<file path="src/wsframe_pkg.sv">
package wsframe_pkg;

  localparam int LENGTH_BITS = 32;
  localparam int LEN_W = (LENGTH_BITS < 32) ? LENGTH_BITS : 32;

  typedef logic [LEN_W-1:0] len_t;

  typedef struct packed {
    logic        mode;
    logic [31:0] frame_len;
    logic [31:0] mask_key;
    logic [7:0]  data_byte;
  } in_t;

  typedef struct packed {
    logic [7:0] frame_byte;
    logic       is_last;
  } out_t;

  localparam logic MODE_START = 1'b0;
  localparam logic MODE_DATA  = 1'b1;

  localparam logic [7:0] OPCODE_TEXT = 8'h81;
  localparam logic [7:0] LEN16_CODE  = 8'hFE;
  localparam logic [7:0] LEN64_CODE  = 8'hFF;
  localparam logic [7:0] MASK_BIT    = 8'h80;

  localparam logic [63:0] LEN7_LIMIT  = 64'd126;
  localparam logic [63:0] LEN16_LIMIT = 64'd65536;

  // header sequencer status
  typedef struct packed {
    logic [7:0] frame_byte;
    logic       is_last;
    logic       done;
  } hdr_stat_t;

  // payload masking status
  typedef struct packed {
    logic       active;
    logic [7:0] frame_byte;
    logic       is_last;
  } mask_stat_t;

  function automatic logic [7:0] key_byte(input logic [31:0] k, input logic [1:0] idx);
    logic [7:0] b;
    case (idx)
      2'd0:    b = k[31:24];
      2'd1:    b = k[23:16];
      2'd2:    b = k[15:8];
      default: b = k[7:0];
    endcase
    return b;
  endfunction

endpackage

</file>
<file path="src/websocket_masked_text_framer_unit.sv">
// Client WebSocket text framer. A start word (mode 0) produces the frame
// header: 0x81, the length byte with the mask bit set (plus 2 or 8 extended
// length bytes), then the four key bytes, one per cycle unless the output
// stalls; it occupies the input register, and the input stalls, until its
// 6, 8 or 14 header bytes are out. A payload word (mode 1) yields one masked
// byte, so payload streams at one byte per clock with no output stall. Payload
// words beyond the announced length are consumed silently. A new start word
// abandons the frame in progress. is_last marks the frame's final byte.
module websocket_masked_text_framer_unit (
  input  logic              clk,
  input  logic              rst_n,
  input  logic              in_valid,
  output logic              in_stall,
  input  wsframe_pkg::in_t  in_data,
  output logic              out_valid,
  input  logic              out_stall,
  output wsframe_pkg::out_t out_data
);
  import wsframe_pkg::*;

  in_t        item_r;
  logic       item_v_r, item_v_nxt;
  out_t       out_r, out_nxt;
  logic       out_v_r, out_v_nxt;
  hdr_stat_t  hstat;
  mask_stat_t mstat;
  logic       is_start, adv, emit, consume, hdr_step, mask_load, mask_step, in_take;

  wsframe_hdr u_hdr (
    .clk  (clk),
    .rst_n(rst_n),
    .step (hdr_step),
    .item (item_r),
    .stat (hstat)
  );

  wsframe_mask u_mask (
    .clk  (clk),
    .rst_n(rst_n),
    .load (mask_load),
    .step (mask_step),
    .item (item_r),
    .stat (mstat)
  );

  always_comb begin
    is_start  = item_r.mode == MODE_START;
    adv       = !out_v_r || !out_stall;
    emit      = item_v_r && (is_start || mstat.active) && adv;
    consume   = item_v_r && (is_start ? (adv && hstat.done) : (!mstat.active || adv));
    hdr_step  = item_v_r && is_start && adv;
    mask_load = consume && is_start;
    mask_step = item_v_r && !is_start && mstat.active && adv;
    in_stall  = item_v_r && !consume;
    in_take   = in_valid && !in_stall;

    item_v_nxt = in_take || (item_v_r && !consume);

    out_v_nxt = emit || (out_v_r && out_stall);
    out_nxt   = out_r;
    if (emit) begin
      if (is_start) out_nxt = '{frame_byte: hstat.frame_byte, is_last: hstat.is_last};
      else out_nxt = '{frame_byte: mstat.frame_byte, is_last: mstat.is_last};
    end
  end

  always_ff @(posedge clk) begin
    if (!rst_n) begin
      item_v_r <= 1'b0;
      out_v_r  <= 1'b0;
    end else begin
      item_v_r <= item_v_nxt;
      out_v_r  <= out_v_nxt;
    end
  end

  always_ff @(posedge clk) begin
    if (in_take) item_r <= in_data;
    out_r <= out_nxt;
  end

  assign out_valid = out_v_r;
  assign out_data  = out_r;

endmodule

</file>
<file path="src/wsframe_hdr.sv">
module wsframe_hdr (
  input  logic                  clk,
  input  logic                  rst_n,
  input  logic                  step,
  input  wsframe_pkg::in_t      item,
  output wsframe_pkg::hdr_stat_t stat
);
  import wsframe_pkg::*;

  logic [3:0]  idx_r, idx_nxt;
  logic [63:0] len;
  logic        is_short, is_mid;
  logic [3:0]  key_base, last_idx, key_off;
  logic [2:0]  len_sel;
  logic [7:0]  hbyte;

  always_comb begin
    len      = 64'(item.frame_len[LEN_W-1:0]);
    is_short = len < LEN7_LIMIT;
    is_mid   = !is_short && (len < LEN16_LIMIT);
    if (is_short) begin
      key_base = 4'd2;
      last_idx = 4'd5;
    end else if (is_mid) begin
      key_base = 4'd4;
      last_idx = 4'd7;
    end else begin
      key_base = 4'd10;
      last_idx = 4'd13;
    end
    key_off = idx_r - key_base;
    len_sel = 3'(key_base - 4'd1 - idx_r);
    if (idx_r == 4'd0) begin
      hbyte = OPCODE_TEXT;
    end else if (idx_r == 4'd1) begin
      if (is_short) hbyte = MASK_BIT | {1'b0, len[6:0]};
      else if (is_mid) hbyte = LEN16_CODE;
      else hbyte = LEN64_CODE;
    end else if (idx_r < key_base) begin
      hbyte = len[{len_sel, 3'b000} +: 8];
    end else begin
      hbyte = key_byte(item.mask_key, key_off[1:0]);
    end
    stat.frame_byte = hbyte;
    stat.done       = idx_r == last_idx;
    stat.is_last    = stat.done && (len == 64'd0);
    idx_nxt         = idx_r;
    if (step) idx_nxt = stat.done ? 4'd0 : idx_r + 4'd1;
  end

  always_ff @(posedge clk) begin
    if (!rst_n) idx_r <= 4'd0;
    else idx_r <= idx_nxt;
  end

endmodule

</file>
<file path="src/wsframe_mask.sv">
module wsframe_mask (
  input  logic                   clk,
  input  logic                   rst_n,
  input  logic                   load,
  input  logic                   step,
  input  wsframe_pkg::in_t       item,
  output wsframe_pkg::mask_stat_t stat
);
  import wsframe_pkg::*;

  len_t        bytes_left_r;
  logic [31:0] key_r;
  logic [1:0]  pos_r;

  always_comb begin
    stat.active     = bytes_left_r != '0;
    stat.frame_byte = item.data_byte ^ key_byte(key_r, pos_r);
    stat.is_last    = bytes_left_r == len_t'(1);
  end

  always_ff @(posedge clk) begin
    if (!rst_n) begin
      bytes_left_r <= '0;
      key_r        <= '0;
      pos_r        <= 2'd0;
    end else if (load) begin
      bytes_left_r <= item.frame_len[LEN_W-1:0];
      key_r        <= item.mask_key;
      pos_r        <= 2'd0;
    end else if (step) begin
      bytes_left_r <= bytes_left_r - len_t'(1);
      pos_r        <= pos_r + 2'd1;
    end
  end

endmodule

</file>
<file path="config.mk">
export PLATFORM = sky130hd
export DESIGN_NAME = websocket_masked_text_framer_unit
export DESIGN_NICKNAME = d
export VERILOG_FILES = /design/src/wsframe_pkg.sv /design/src/websocket_masked_text_framer_unit.sv /design/src/wsframe_hdr.sv /design/src/wsframe_mask.sv
export SDC_FILE = /design/constraint.sdc
export NUM_CORES = 1
export LEC_CHECK = 0
export BUFFER_PORTS_ARGS = -buffer_cell sky130_fd_sc_hd__buf_2
export CORE_ASPECT_RATIO = 0.7
export CORE_UTILIZATION = 40
export CTS_BUF_LIST = sky130_fd_sc_hd__clkbuf_4 sky130_fd_sc_hd__clkbuf_8 sky130_fd_sc_hd__clkbuf_16
export DETAILED_ROUTE_END_ITERATION = 8
export PLACE_DENSITY = 0.64
export SLEW_MARGIN = 20
export SYNTH_ARGS = -nofsm -noshare
export SYNTH_HDL_FRONTEND = slang
export SYNTH_HIERARCHICAL = 1
export SYNTH_SLANG_ARGS = --single-unit
export TNS_END_PERCENT = 100
</file>
<file path="constraint.sdc">
create_clock -name clk -period 9.4 [get_ports clk]
set_input_delay 1.41 -clock clk [delete_from_list [all_inputs] [get_ports clk]]
set_output_delay 1.41 -clock clk [all_outputs]
set_load 0.02 [all_outputs]
</file>
# --- Yosys cells after proc, flatten, opt, wreduce, memory -nomap -nowiden ---
# Index checks and enable logic that the tools add are counted.
word_totals:
  ff_bits: 154
  in_bits: 77
  elab_cells: 81
op_classes:
  n_shift: 1
  reduce_logical: 33
  n_lt_le_gt_ge: 3
  n_eq_ne: 7
  mux: 16
  add_sub_neg: 6
  bitwise: 3
ops:
  columns: ["op", "count"]
  rows:
  - ["$mux W32", 2]
  - ["$shiftx A64 B7 Y8", 1]
  - ["$pmux W8 S3", 2]
  - ["$eq A32 B1 Y1 const B", 1]
  - ["$logic_not A32 Y1", 1]
  - ["$lt A32 B17 Y1 const B", 1]
  - ["$lt A32 B7 Y1 const B", 1]
  - ["$mux W8", 4]
  - ["$reduce_bool A32 Y1", 1]
  - ["$sub A32 B1 Y32 const B", 1]
  - ["$mux W4", 5]
  - ["$logic_and A1 B1 Y1", 15]
  - ["$mux W9", 1]
  - ["$xor A8 B8 Y8", 1]
  - ["$logic_not A1 Y1", 6]
  - ["$logic_or A1 B1 Y1", 5]
  - ["$add A4 B1 Y4 const B", 1]
  - ["$eq A2 B1 Y1 const B", 2]
  - ["$eq A2 B2 Y1 const B", 2]
  - ["$eq A4 B1 Y1 const B", 1]
  - ["$eq A4 B4 Y1", 1]
  - ["$logic_not A2 Y1", 2]
  - ["$logic_not A4 Y1", 1]
  - ["$lt A4 B4 Y1", 1]
  - ["8 further kinds", 10]

# --- Logic depth before layout (Yosys ltp) ---
depth:
  word_depth: 14
  ltp_mapped: 13
  ltp_nobuf: 11

# --- Modules after synthesis ---
# The synthesis kept the hierarchy.
by_module_without_submodules:
  columns: ["mod", "seq_area_each_um2", "instances", "area_each_um2", "cells_per_inst"]
  rows:
  - ["wsframe_mask", 1321.3, 1, 3438.3, 379]
  - ["websocket_masked_text_framer_unit", 2502.4, 1, 2712.6, 113]
  - ["wsframe_hdr", 80.1, 1, 1094.8, 115]

# --- Worst setup path before layout ---
# Ideal clock, no wire load.
synth_timing:
  kind: "input-to-reg"
  start: "input out_stall"
  end: "register item_r[0] (netlist bit), enable pin"
  required_ns: 8.791
  arrival_ns: 6.945
  path_buffers: 0
  cell_stages: 3
  setup_ns: 0.609
  slack_ns: 1.846
  path_cell_list: "nand2_1 > a21oi_1 > nor3b_1"
synth_via:
  elab_chain_len: 9
synth_lines:
  columns: ["item", "line_no", "source"]
  rows:
  - ["start, declared", "websocket_masked_text_framer_unit.sv:16", "input logic out_stall,"]
  - ["$logic_not A1 Y1 (*)", "websocket_masked_text_framer_unit.sv:48", "adv = !out_v_r || !out_stall;"]
  - ["$logic_or A1 B1 Y1 (*)", "websocket_masked_text_framer_unit.sv:48", null]
  - ["$logic_and A1 B1 Y1 / $logic_or A1 B1 Y1 (equally long branches)", "websocket_masked_text_framer_unit.sv:50", "consume = item_v_r && (is_start ? (adv && hstat.done) : (!mstat.active || adv));"]
  - ["$mux W1 (*)", "websocket_masked_text_framer_unit.sv:50", null]
  - ["$logic_and A1 B1 Y1 (*)", "websocket_masked_text_framer_unit.sv:50", null]
  - ["$logic_not A1 Y1 (*)", "websocket_masked_text_framer_unit.sv:54", "in_stall = item_v_r && !consume;"]
  - ["$logic_and A1 B1 Y1 (*)", "websocket_masked_text_framer_unit.sv:54", null]
  - ["$logic_not A1 Y1 (*)", "websocket_masked_text_framer_unit.sv:55", "in_take = in_valid && !in_stall;"]
  - ["$logic_and A1 B1 Y1 (*)", "websocket_masked_text_framer_unit.sv:55", null]
  - ["via in_take", "websocket_masked_text_framer_unit.sv:27", "logic is_start, adv, emit, consume, hdr_step, mask_load, mask_step, in_take;"]
  - ["end signal, assigned", "websocket_masked_text_framer_unit.sv:78", "if (in_take) item_r <= in_data;"]
  - ["end, declared", "websocket_masked_text_framer_unit.sv:21", "in_t item_r;"]
# Mark *: on every way through the listed nets, which the timed path passes. The rest lies on a longest branch.
# A chain may end at the register's enable or synchronous reset.

==> summary.txt <==
===========================================================================================
Type of destination of the critical path .....................................   output pin
RSZ-0062 raised after global routing .........................................        false
Maximum ir drop on the vdd rail ..............................................    0.1399 mV
Wire length of the first global-routing pass .................................     28.15 mm
Clock tree from TritonCTS ....................................................          yes
Final WL .....................................................................     18.17 mm
Netlist Area Pre-Place ....................................................... 0.007246 sq mm
Number of design-rule violations left by the first detailed-router iteration .          444
Row cnt ......................................................................           40
CTS root buffer .............................................................. sky130_fd_sc_hd__clkbuf_16
Number of global-route vias before repair ....................................        5,174
CP max FO ....................................................................            6
Post-layout net count ........................................................          773
Number of buffers inserted by hold repair at cts .............................            0
Post-route clock period utilization ..........................................       46.55%
Power density over the cells ................................................. 290.7 mW/mm^2
Slew Limit Headroom ..........................................................       35.95%
Synth top area share .........................................................       33.98%
Inserted Diodes ..............................................................            0
Fmax .........................................................................    228.5 MHz
Max-capacitance violation count ..............................................            0
Switching share of power .....................................................       36.73%
Worst path bufs/invs .........................................................            1
Final total negative setup slack .............................................         0 ns
Library cell with the highest instance count after synthesis ................. sky130_fd_sc_hd__edfxtp_1
Routed vias/inst .............................................................        5.683
Vias after detailed routing ..................................................        5,274
DP Wirelength ................................................................     12.51 mm
Cell type group with the largest total delay on the critical path ............ simple AND/OR/NAND/NOR gates
Setup-violating endpoint count in the final report ...........................            0
Portion of total power attributed to combinational logic .....................        32.9%
Count of unique library cells instantiated by Yosys ..........................           65
Layout area overhead .........................................................       16.82%
Time the worst path needs with I/O delays and setup ..........................     4.376 ns
Aggregate global routing overflow ............................................            0
Number of standard cells after synthesis .....................................          607
Most common library cells after synthesis .................................... sky130_fd_sc_hd__edfxtp_1 (82), sky130_fd_sc_hd__dfxtp_1 (72), sky130_fd_sc_hd__mux2i_1 (37), sky130_fd_sc_hd__nor2b_1 (37), sky130_fd_sc_hd__nor2_1 (34)
Seq cells post-synth .........................................................          154
Residual DRC count ...........................................................            0
GRT Resource Usage Total .....................................................       20.05%
Main area contributors after synthesis ....................................... sky130_fd_sc_hd__edfxtp_1 (34%), sky130_fd_sc_hd__dfxtp_1 (20%), sky130_fd_sc_hd__mux2i_1 (5.1%), sky130_fd_sc_hd__mux4_2 (4.4%), sky130_fd_sc_hd__nor2b_1 (3.2%)
Hold violation count in the final report .....................................            0
Critical-path top delay cell ................................................. sky130_fd_sc_hd__nor4_1
Fin Clk Skew .................................................................   0.01417 ns
Buffers from clock root to sink, at most .....................................            2
Number of enable flip-flop cells after synthesis .............................           82
Setup Fix Bufs, Post-CTS .....................................................            0
CTS Sinks ....................................................................          154
Die outline area ............................................................. 0.01867 sq mm
Final critical-path setup slack ..............................................     5.024 ns
Number of gates resized after cts ............................................            0
Count of antenna-violating nets left after detailed routing ..................            0
Final standard cell area without fillers ..................................... 0.008464 sq mm
Maximum level of the CTS H-tree ..............................................            4
Number of ports placed on the die boundary ...................................           88
Design internal power ........................................................     1.557 mW
Detailed-router iteration count before antenna repair ........................            5
Core Footprint ............................................................... 0.01742 sq mm
Last weighted congestion value of the routability-driven placer ..............       0.8962
Initial Util .................................................................       41.60%
Final max-slew violation count ...............................................            0
Syn_nets .....................................................................          696
Placed instance count ........................................................          896
Transition at the pin with the smallest max-transition slack .................    0.9607 ns
Worst path required time .....................................................      7.99 ns
Total cell area at the placement stage ....................................... 0.007879 sq mm
Reg clk slew, reported paths .................................................      0.07 ns
IO Port Bufs .................................................................           87
Die height ...................................................................     114.6 um
Part of the power in registers ...............................................        39.4%
Routed WL per cell ...........................................................     19.58 um
Fraction of final layout cells with drive strength greater than 1 ............       23.82%
Main flop type after synthesis ............................................... sky130_fd_sc_hd__edfxtp_1
Count of non-filler cells in the finished layout .............................          928
Fraction of the yosys area taken by sequential cells .........................       53.88%
Placement-stage worst setup slack ............................................     5.213 ns
CTS Buf Count ................................................................           17
Crit path kind ...............................................................   reg -> out
Largest area contributor in the netlist ...................................... sky130_fd_sc_hd__edfxtp_1
Pin count of the biggest net entering global routing .........................           72
Arrival time at the worst endpoint ...........................................      2.97 ns
Post-layout total power ......................................................     2.460 mW
Number of warnings reported in the yosys synthesis log .......................            6
Clock latency at the later pin of the worst-skew pair ........................      0.43 ns
Result of the run ............................................................    completed
Post-synthesis async set-or-reset flop share .................................           0%
Die W ........................................................................     162.9 um
Avg Synthesized Cell Area ....................................................  11.94 sq um
Leakage power ................................................................     3.069 nW
Initial antenna violation count ..............................................            0
Path type of the worst min-delay path ........................................   reg -> reg
Launching element type of the critical path ..................................    flip-flop
Cells along the critical path ................................................ nor4_1 > nand4_1 > nor3_1 > nand3b_1 > and3_1 > o21a_1 > buf_2
Critical Path Max Stage Delay ................................................      0.72 ns
Net switching power of the design ............................................    0.9037 mW
Clock network fraction of design power .......................................        27.7%
===========================================================================================
## cells in the final DEF (no fill, tap or decap), types with 7 or more instances in the layout
| cell | count |
|---|---|
| sky130_fd_sc_hd__nor2_1 | 34 |
| sky130_fd_sc_hd__buf_2 | 86 |
| sky130_fd_sc_hd__mux4_2 | 14 |
| sky130_fd_sc_hd__nand2_1 | 21 |
| sky130_fd_sc_hd__clkbuf_16 | 17 |
| sky130_fd_sc_hd__nor4_1 | 12 |
| sky130_fd_sc_hd__edfxtp_1 | 82 |
| sky130_fd_sc_hd__nand4_1 | 10 |
| sky130_fd_sc_hd__a222oi_1 | 8 |
| sky130_fd_sc_hd__mux2_2 | 9 |
| sky130_fd_sc_hd__a31oi_1 | 9 |
| sky130_fd_sc_hd__o211a_1 | 7 |
| sky130_fd_sc_hd__xor2_1 | 12 |
| sky130_fd_sc_hd__nor2b_1 | 37 |
| sky130_fd_sc_hd__o21ai_0 | 33 |
| sky130_fd_sc_hd__nor3_1 | 11 |
| sky130_fd_sc_hd__xnor2_1 | 13 |
| sky130_fd_sc_hd__dfxtp_1 | 72 |
| sky130_fd_sc_hd__mux2i_1 | 37 |
| sky130_fd_sc_hd__ha_1 | 12 |
| sky130_fd_sc_hd__inv_1 | 13 |
| sky130_fd_sc_hd__nand2b_1 | 7 |
| sky130_fd_sc_hd__a21oi_1 | 22 |
## state kept, by name (all words and copies together), names as in the netlist
name / count
u_mask/bytes_left_r: 32
item_v_r: 1
u_hdr/idx_r: 4
u_mask/key_r: 32
out_valid: 1
u_mask/pos_r: 2
out_data: 9
item_r: 73
## tightest hold or removal path: stages, from the launching register on
cell and delay, ns:
sky130_fd_sc_hd__dfxtp_1 0.33, sky130_fd_sc_hd__mux2i_1 0.06, sky130_fd_sc_hd__nor2b_1 0.09
## stage by stage
step                util [%]  hold slack, ns
floorplan                  -          0.4705
global placement       45.24          0.4915
detailed placement     45.24          0.4982
CTS                    48.56          0.5082
global route           48.60          0.5461
finish                 48.60          0.5203
## layout make-up
type,instances,area (sq um)
Timing Repair Buffer,92,475.5
Clock buffer,19,440.4
Tap cell,231,289.0
Sequential cell,154,3904
Multi-Input combinational cell,406,3168
Clock inverter,13,138.9
Inverter,13,48.80
Fill cell,1563,8952
## metal layers
layer  global-route usage (%)  wire [um]  vias to the layer above
li1                         -          -                     2470
met1                    28.14       8859                     2588
met2                    30.13       8056                      191
met3                    4.890       1000                       25
met4                    6.791        255                        0
met5                        0          0                        -
## final timing paths
path / from / to / slack (ns) / cells after the start
setup reg to reg: item_r[71]$_DFFE_PP_ / out_data[1]$_DFFE_PP_ / 5.55 / 9
setup / recovery: u_mask/bytes_left_r[20]$_SDFFE_PN0P_ / in_stall / 5.02 / 7
hold / removal: u_mask/key_r[5]$_SDFFE_PN0P_ / u_mask/key_r[5]$_SDFFE_PN0P_ / 0.52 / 2
hold reg to reg: u_mask/key_r[5]$_SDFFE_PN0P_ / u_mask/key_r[5]$_SDFFE_PN0P_ / 0.52 / 2
## power by group through the flow
stage / combinational [mW] / sequential, mW / clock [mW]
finish: 0.809 / 0.969 / 0.682
global route: 0.910 / 0.982 / 0.723
CTS: 0.796 / 0.965 / 0.693
detailed placement: 0.791 / 0.978 / 0
global placement: 0.764 / 0.973 / 0
floorplan: 0.595 / 0.960 / 0
## logic make-up (layout without fill, tap and decap cells)
group                      Yosys count  after routing  share of synthesized area [%]
and+or+nand+nor                    184            184                          15.56
DFF                                154            154                          53.88
AOI/OAI and AO/OA                  123            123                          11.29
muxes                               62             62                          11.59
buffers and inverters               47            137                          2.590
xor gates and xnor gates            25             25                          3.022
adders and majority gates           12             12                          2.072
Power figures use the tool's default switching activity.
